<file path="config.mk">
export PLATFORM = sky130hd
export DESIGN_NAME = hhi_controller
export DESIGN_NICKNAME = d
export VERILOG_FILES = /design/src/sv/hhi_pkg.sv /design/src/sv/hhi_controller.sv
export VERILOG_INCLUDE_DIRS = /design/src /design/src/sv
export SDC_FILE = /design/constraint.sdc
export NUM_CORES = 1
export LEC_CHECK = 0
export BUFFER_PORTS_ARGS = -buffer_cell sky130_fd_sc_hd__buf_2
export CORE_MARGIN = 2
export CORE_UTILIZATION = 48
export DETAILED_ROUTE_END_ITERATION = 12
export PLACE_DENSITY = 0.84
export SLEW_MARGIN = 20
export SYNTH_ARGS = -nofsm -noshare
export SYNTH_HDL_FRONTEND = slang
export SYNTH_SLANG_ARGS = --single-unit
</file>
<file path="constraint.sdc">
create_clock -name aclk -period 2.05 [get_ports aclk]
set_input_delay 0 -clock aclk [delete_from_list [all_inputs] [get_ports aclk]]
set_output_delay 0 -clock aclk [all_outputs]
set_load 0.02 [all_outputs]
</file>
<file path="src/sv/henon_heiles_integrator_core_defines.svh">
// Assertion macros for the Henon-Heiles integrator core.
`ifndef HENON_HEILES_INTEGRATOR_CORE_DEFINES_SVH
`define HENON_HEILES_INTEGRATOR_CORE_DEFINES_SVH
`ifndef SYNTHESIS
`define HHI_ASSERT(label, clk, rstn, prop, msg) \
    label: assert property (@(posedge clk) disable iff (!rstn) prop) else $error(msg);
`define HHI_ASSERT_ALWAYS(label, clk, prop, msg) \
    label: assert property (@(posedge clk) prop) else $error(msg);
`else
`define HHI_ASSERT(label, clk, rstn, prop, msg)
`define HHI_ASSERT_ALWAYS(label, clk, prop, msg)
`endif
`endif

</file>
<file path="src/sv/hhi_pkg.sv">
// ----------------------------------------------------------------------------
// hhi_pkg
// Shared types, constants and saturating helpers for the integrator core.
// ----------------------------------------------------------------------------
package hhi_pkg;

    localparam int DW = 32;
    localparam int FB = 24;
    localparam int PW = 2 * DW;
    localparam int RW = 6;   // sqrt iteration counter

    typedef logic signed [DW-1:0] val_t;

    localparam val_t VMAX = {1'b0, {(DW-1){1'b1}}};
    localparam val_t VMIN = {1'b1, {(DW-1){1'b0}}};

    localparam logic [2:0] OP_TICK  = 3'd0;
    localparam logic [2:0] OP_RESET = 3'd1;
    localparam logic [2:0] OP_LDX   = 3'd2;
    localparam logic [2:0] OP_LDY   = 3'd3;
    localparam logic [2:0] OP_LDVY  = 3'd4;

    localparam logic [2:0] CFG_INIT_X  = 3'd0;
    localparam logic [2:0] CFG_INIT_Y  = 3'd1;
    localparam logic [2:0] CFG_INIT_VY = 3'd2;
    localparam logic [2:0] CFG_ENERGY  = 3'd3;
    localparam logic [2:0] CFG_DT      = 3'd4;
    localparam logic [2:0] CFG_ECHO    = 3'd5;

    // datapath micro-operations
    typedef enum logic [4:0] {
        U_NOP,
        U_EMIT,     // capture state into output register
        U_M_XY,     // t0 = x*y
        U_M_YY,     // t1 = y*y
        U_M_XX,     // t2 = x*x
        U_XDD,      // t0 = -x - 2*t0
        U_YDD,      // t1 = (t1 - y) - t2
        U_M_VX,     // vx += t0*dt
        U_M_VY,     // vy += t1*dt
        U_M_PX,     // x += vx*dt
        U_M_PY,     // y += vy*dt
        U_RLOAD,    // load init regs into state
        U_R_YY,     // t1 = y*y
        U_R_Y3,     // t2 = t1*y
        U_R_C,      // t2 = floor(sat(4*t2)/3) ; t0 = sat(2e - t1)
        U_R_VV,     // t1 = vy*vy
        U_R_RAD,    // t0 = (t0 + t2) - t1 ; init sqrt
        U_SQ_STEP,  // one sqrt bit
        U_SQ_DONE   // vx = root
    } uop_t;

    typedef struct packed {
        uop_t       uop;
        logic       load;
        logic [2:0] load_op;
    } hhi_cmd_t;

    typedef struct packed {
        logic sq_last;
    } hhi_sts_t;

    typedef enum logic [2:0] {
        S_IDLE, S_RUN, S_SQRT, S_OUT
    } state_t;

    function automatic val_t sat_add(val_t a, val_t b);
        logic signed [DW:0] s;
        s = {a[DW-1], a} + {b[DW-1], b};
        if (s[DW] != s[DW-1]) return s[DW] ? VMIN : VMAX;
        return s[DW-1:0];
    endfunction

    function automatic val_t sat_sub(val_t a, val_t b);
        logic signed [DW:0] s;
        s = {a[DW-1], a} - {b[DW-1], b};
        if (s[DW] != s[DW-1]) return s[DW] ? VMIN : VMAX;
        return s[DW-1:0];
    endfunction

    function automatic val_t sat_neg(val_t a);
        return (a == VMIN) ? VMAX : -a;
    endfunction

    // floor(p / 2^FB) saturated; p is an exact signed product
    function automatic val_t sat_scale(logic signed [PW-1:0] p);
        logic signed [PW-1:0] q;
        q = p >>> FB;
        if (q > PW'(signed'(VMAX))) return VMAX;
        if (q < PW'(signed'(VMIN))) return VMIN;
        return q[DW-1:0];
    endfunction

endpackage

</file>
<file path="src/sv/hhi_controller.sv">
// ----------------------------------------------------------------------------
// hhi_controller
// Sequences the micro-operations of one item and runs both handshakes.
// ----------------------------------------------------------------------------
`include "henon_heiles_integrator_core_defines.svh"
module hhi_controller import hhi_pkg::*; (
    input  logic     aclk,
    input  logic     aresetn,
    input  logic     in_valid,
    output logic     in_ready,
    input  logic [2:0] in_op,
    input  logic     echo,
    output logic     out_valid,
    input  logic     out_ready,
    output hhi_cmd_t cmd,
    input  hhi_sts_t sts
);

    state_t state_reg, state_next;
    logic [3:0] pc_reg, pc_next;
    logic reset_seq_reg, reset_seq_next;
    logic emit;

    localparam logic [3:0] STEP_LAST = 4'd9;
    localparam logic [3:0] RST_LAST  = 4'd5;

    assign in_ready = (state_reg == S_IDLE);
    assign emit = (in_op == OP_TICK) ||
                  (echo && (in_op == OP_LDX || in_op == OP_LDY || in_op == OP_LDVY));

    always_comb begin
        state_next = state_reg;
        pc_next = pc_reg;
        reset_seq_next = reset_seq_reg;
        unique case (state_reg)
            S_IDLE: if (in_valid) begin
                pc_next = '0;
                if (in_op == OP_RESET) begin
                    state_next = S_RUN; reset_seq_next = 1'b1;
                end else if (emit) begin
                    state_next = S_RUN; reset_seq_next = 1'b0;
                end
            end
            S_RUN: begin
                pc_next = pc_reg + 4'd1;
                if (reset_seq_reg && pc_reg == RST_LAST) state_next = S_SQRT;
                if (!reset_seq_reg && pc_reg == STEP_LAST) state_next = S_OUT;
            end
            S_SQRT: if (sts.sq_last) state_next = S_IDLE;
            S_OUT:  if (out_ready) state_next = S_IDLE;
            default: state_next = S_IDLE;
        endcase
    end

    always_comb begin
        cmd.uop = U_NOP;
        cmd.load = in_valid && in_ready;
        cmd.load_op = in_op;
        out_valid = (state_reg == S_OUT);
        unique case (state_reg)
            S_RUN: begin
                if (reset_seq_reg) begin
                    unique case (pc_reg)
                        4'd0: cmd.uop = U_RLOAD;
                        4'd1: cmd.uop = U_R_YY;
                        4'd2: cmd.uop = U_R_Y3;
                        4'd3: cmd.uop = U_R_C;
                        4'd4: cmd.uop = U_R_VV;
                        4'd5: cmd.uop = U_R_RAD;
                        default: cmd.uop = U_NOP;
                    endcase
                end else begin
                    unique case (pc_reg)
                        4'd0: cmd.uop = U_EMIT;
                        4'd1: cmd.uop = U_M_XY;
                        4'd2: cmd.uop = U_M_YY;
                        4'd3: cmd.uop = U_M_XX;
                        4'd4: cmd.uop = U_XDD;
                        4'd5: cmd.uop = U_YDD;
                        4'd6: cmd.uop = U_M_VX;
                        4'd7: cmd.uop = U_M_VY;
                        4'd8: cmd.uop = U_M_PX;
                        4'd9: cmd.uop = U_M_PY;
                        default: cmd.uop = U_NOP;
                    endcase
                end
            end
            S_SQRT: cmd.uop = sts.sq_last ? U_SQ_DONE : U_SQ_STEP;
            default: cmd.uop = U_NOP;
        endcase
    end

    always_ff @(posedge aclk) begin
        if (!aresetn) begin
            state_reg <= S_IDLE;
            pc_reg <= '0;
            reset_seq_reg <= 1'b0;
        end else begin
            state_reg <= state_next;
            pc_reg <= pc_next;
            reset_seq_reg <= reset_seq_next;
        end
    end

    `HHI_ASSERT(a_out_only_out, aclk, aresetn, out_valid |-> state_reg == S_OUT, "out_valid outside output state")
    `HHI_ASSERT(a_hold_out, aclk, aresetn, (out_valid && !out_ready) |=> out_valid, "result dropped while stalled")
    `HHI_ASSERT(a_no_accept_busy, aclk, aresetn, (state_reg != S_IDLE) |-> !in_ready, "accepted item while busy")
    `HHI_ASSERT(a_run_pc, aclk, aresetn, (state_reg == S_RUN) |-> pc_reg <= STEP_LAST, "sequence counter overran")

endmodule

</file>
Word level (Yosys, flattened, before mapping)
Memory sizes are Yosys's and may differ from the RTL's. A register that Yosys moved wholly into a read port is not among the register bits.
Cells that the tools add are included.
{"block": "word_totals", "reg_bits": 8, "latchBits": 0, "ram_bits": 0, "romBits": 64, "memories": 1}
{"memory": "(no name shown)", "depth": 16, "word_bits": 4, "read_ports": 1, "rd_clocked_by_memory_dff": 1, "write_ports": 0, "line": "hhi_controller.sv:73", "rtl": "unique case (pc_reg)"}
{"block": "op_classes", "n_addsub": 1, "multipliers": 0, "div": 0, "n_lt_le_gt_ge": 0, "eq_ne": 18, "shifts": 0, "mux": 18, "bitwise_logic": 0, "n_reduce_logical": 16}
{"cell": "one-hot mux 5 bit (6 select lines)", "count": 1}
{"cell": "two-way mux 3 bit", "count": 7}
{"cell": "== test 3 x 2 -> 1 bit, second input constant", "count": 4}
{"cell": "two-way mux 4 bit", "count": 3}
{"cell": "one-hot mux 3 bit (4 select lines)", "count": 1}
{"cell": "one-hot mux 5 bit (2 select lines)", "count": 1}
{"cell": "== test 4 x 2 -> 1 bit, second input constant", "count": 2}
{"cell": "== test 4 x 3 -> 1 bit, second input constant", "count": 2}
{"cell": "one-hot mux 4 bit (2 select lines)", "count": 1}
{"cell": "== test 3 x 1 -> 1 bit, second input constant", "count": 2}
{"cell": "zero test 3 bit", "count": 2}
{"cell": "two-way mux 5 bit", "count": 1}
{"cell": "AND reduction 5 bit", "count": 1}
{"cell": "adder 4 x 1 -> 4 bit, second input constant", "count": 1}
{"cell": "== test 4 x 1 -> 1 bit, second input constant", "count": 1}
{"cell": "== test 4 bit, second input constant", "count": 1}
{"cell": "logical AND 1 bit", "count": 4}
{"cell": "zero test 4 bit", "count": 1}
{"cell": "!= test 2 bit, second input constant", "count": 2}
{"cell": "nonzero test 2 bit", "count": 2}
{"cell": "== test 3 bit, second input constant", "count": 1}
{"cell": "logical OR 1 bit", "count": 3}
{"cell": "!= test 3 x 1 -> 1 bit, second input constant", "count": 1}
{"cell": "!= test 3 bit, second input constant", "count": 1}
{"cell": "other kinds (6)", "count": 7}

Depth between registers and ports, before layout
{"block": "depth", "depth_word": 9, "ltp_mapped": 9, "ltp_nobuf": 9}

Least setup slack after synthesis
No wires, ideal clock.
{"block": "synth_timing", "path_type": "flip-flop to flip-flop", "from": "reg state_reg[0]", "to": "reg (tool-made name)", "setup_time_ns": 0.120, "t_arrival_ns": 2.068, "required_ns": 1.930, "slack_ns": -0.138, "stages_incl_launch_ff": 10, "n_path_buf": 0, "period_less_slack_ns": 2.188, "path_cell_list": "dfxtp_1 -> inv_1 -> ha_1 -> mux2i_1 -> nand2_1 -> a21boi_0 -> inv_1 -> ha_1 -> inv_1 -> o2bb2ai_1"}
{"item": "start, declared", "line": "hhi_controller.sv:19", "rtl": "state_t state_reg, state_next;"}
{"item": "start signal, assigned", "line": "hhi_controller.sv:99", "rtl": "state_reg <= state_next;"}

==> qor.yml <==
critical_path:
  crit_path_max_incr_delay_ns: 0.41
  critPathLaunch: "pc_reg[0]$_SDFFE_PN0N_"
  worstPathMaxFanout: 5
  crit_type: "register to output pin"
  cp_top_family: "simple AND/OR/NAND/NOR gates"
  path_buf_inv: 2
  endpoint_kind: "output pin"
  ff2ff_path_depth: 9
  required_ns: 2.05
  path_cells: "inv_1 > ha_1 > nor3_1 > nor2_1 > a21oi_1 > o22ai_1 > and3_1 > buf_2"
  startpoint_type: "register"
  r2r_start: "state_reg[1]$_SDFFE_PN0P_"
  r2r_slack_ns: 0.17
  crit_slowest_cell: "dfxtp_1"
  arrival_ns: 1.89
timing:
  hold_viol: 0
  fin_skew_ns: 0.00131
  rsz0062_at_grt: "no"
  fin_crit_ns: 1.89
  setup_viol: 0
  fin_crit_sh_pct: 92.0
  max_slew_margin_pct: 70.6
  worstMarginPinSlew_ns: 0.436
  holdWs_ns: 0.0246
  fmax_mhz: 530
  slew_viol_final: 0
  worst_slack_ns: 0.164
floorplanning:
  die_w_um: 48.3
  die_area_sq_um: 2340
  initial_core_util_pct: 49.6
  rows: 16
  core_area_sq_um: 1900
  die_y_um: 48.3
  io_pins: 20
clock_tree:
  cts_tree: "done"
  clk_pin_slew_worst_paths_ns: 0.07
  cts_hold_buf: 0
  cts-root-buf: "clkbuf_4"
  cts-htree-levels: 1
  clk_latency_ns: 0.27
  cts.sinks: 11
  max-clock-path-buffers: 2
  cts_made_buffers: 3
grt:
  antenna_found_initial: 0
  grt_pass1_vias: 890
  track_usage_pct: 18.7
  overflow: 0
  grt_max_degree: 12
  grt_pass1_wl_mm: 3.52
routing:
  wl_per_cell_um: 12.4
  viasPerCell: 5.30
  wirelength_mm: 2.04
  firstDrtPassIters: 4
  antenna_left: 0
  drc: 0
  drt_iter0_markers: 21
  vias: 869
yosys:
  ys_types: 34
  synth_top_cell_area_share_pct: 23.3
  synth-seq-cells: 11
  syn_inst: 117
  ys_seq_area_share_pct: 23.3
  synth_ff_type: "dfxtp_1"
  async_flop_share_pct: 0
  synth_edf_count: 0
  synth_area_sq_um: 943
  synth_area_leader_cell: "dfxtp_1"
  yosys-top-cells-area: "dfxtp_1 (23%), ha_1 (17%), inv_1 (6.8%), nor2b_1 (4.6%), o21ai_0 (3.2%)"
  yosysWarnings: 0
  synth_nets: 139
  avgSynthCellArea_sq_um: 8.06
placed_design:
  dpl-instance-area_sq_um: 1040
  dp_cells: 160
  port_buffers: 19
  place.gp.congestion: 0.871
  post-dp-hpwl_mm: 1.56
  dp_slack_ns: -0.0540
finish:
  nNetsFinal: 160
  fillers: 168
  drive_gt1_share_pct: 26.3
  fin_area_sq_um: 1120
  multi_input_area_sq_um: 661
  n_antenna_cell: 0
  finalNonFillerCells: 164
  syn_to_final_growth_pct: 19.0
  register_area_sq_um: 220
pwr:
  power_density_nw_per_um2: 779
  power_mw: 0.874
  vdd_drop_max_mv: 0.418
  total_leakage_power_nw: 0.486
status:
  status: "finished, final reports clean"
hold_path:
  holdPathStages: 3
  min_to: "reset_seq_reg$_SDFFE_PN0P_"
  hold_path_class: "input port to register"
  min_from: "in_op[0]"
run:
  drv_cap: 0
[cell usage after synthesis (all sizes together), types with 2 or more instances]
library cell	number
nand3	5
a21boi	4
mux2i	2
nand2b	3
dfxtp	11
nand2	7
inv	17
o21ai	6
buf	4
o22ai	4
o2bb2ai	3
nor2	7
a21oi	6
ha	13
and3	2
nor2b	7
[worst reg2reg max path: stages (launching register included)]
cell and delay, ns:
dfxtp_1 0.33, inv_2 0.10, ha_4 0.18, or2b_2 0.37
a32oi_4 0.30, nor2b_2 0.09, inv_1 0.08, ha_1 0.22
inv_1 0.05, o2bb2ai_1 0.05
[how the worst max path moves through the flow]
stage / to / depth (start not counted) / slack (ns)
floorplan: register / 9 / 0.07
global placement: register / 9 / 0.07
detailed placement: register / 9 / -0.05
CTS: register / 9 / 0.003
global route: cmd[6] / 8 / 0.01
finish: cmd[6] / 8 / 0.16
[routing by layer]
metal | GRT usage (%) | up-vias | share of wire, %
li1 | - | 434 | -
met2 | 35.0 | 28 | 52
met3 | 3.70 | 2 | 5.8
met1 | 19.7 | 405 | 41
met5 | 0 | - | 0
met4 | 9.52 | 0 | 1.0
[through the flow]
stage          TNS (ns)  utilization (%)
6_report              0             59.0
5_1_grt               0             59.0
4_1_cts               0             56.5
3_5_place_dp    -0.0754             54.7
3_3_place_gp          0             54.7
2_1_floorplan         0                -
[kinds of logic after synthesis]
family	count (synthesis)	synth area share, %
AND/OR/NAND/NOR	38	22.4
flip-flops	11	23.3
buffers and inverters	23	12.7
adder cells (fa/ha/maj)	13	17.2
AO/OA/AOI/OAI	30	22.2
multiplexers	2	2.12
[layout make-up]
type                    instances  area share [%]
multi-input cells              83            58.9
clock buffers                   4            2.34
well taps                      27            3.01
flip-flops and latches         11            19.6
inverters                      17            5.69
repair buffers                 22            10.5
[power by group]
part           internal, mW  switching, mW  leakage [nW]
logic                 0.197          0.267         0.381
clock network        0.0755         0.0760        0.0150
registers             0.240         0.0188        0.0893
total                 0.512          0.362         0.486
[timing repair]
action	CTS	global route
setup endpoints to repair	2	4
pin swaps	0	0
buffers inserted	0	0
gates resized for setup	2	8
[cells in the final DEF (no fill, tap or decap), types with 4 or more instances in the layout]
cell type | Yosys | final
buf_2 | 0 | 19
inv_1 | 17 | 15
ha_1 | 13 | 12
dfxtp_1 | 11 | 11
nand2_1 | 7 | 7
nor2_1 | 7 | 7
nor2b_1 | 7 | 6
o21ai_0 | 6 | 6
a21oi_1 | 5 | 5
nand3_1 | 5 | 5
o22ai_1 | 4 | 4
Note: power is estimated with default switching activity, not from simulation.
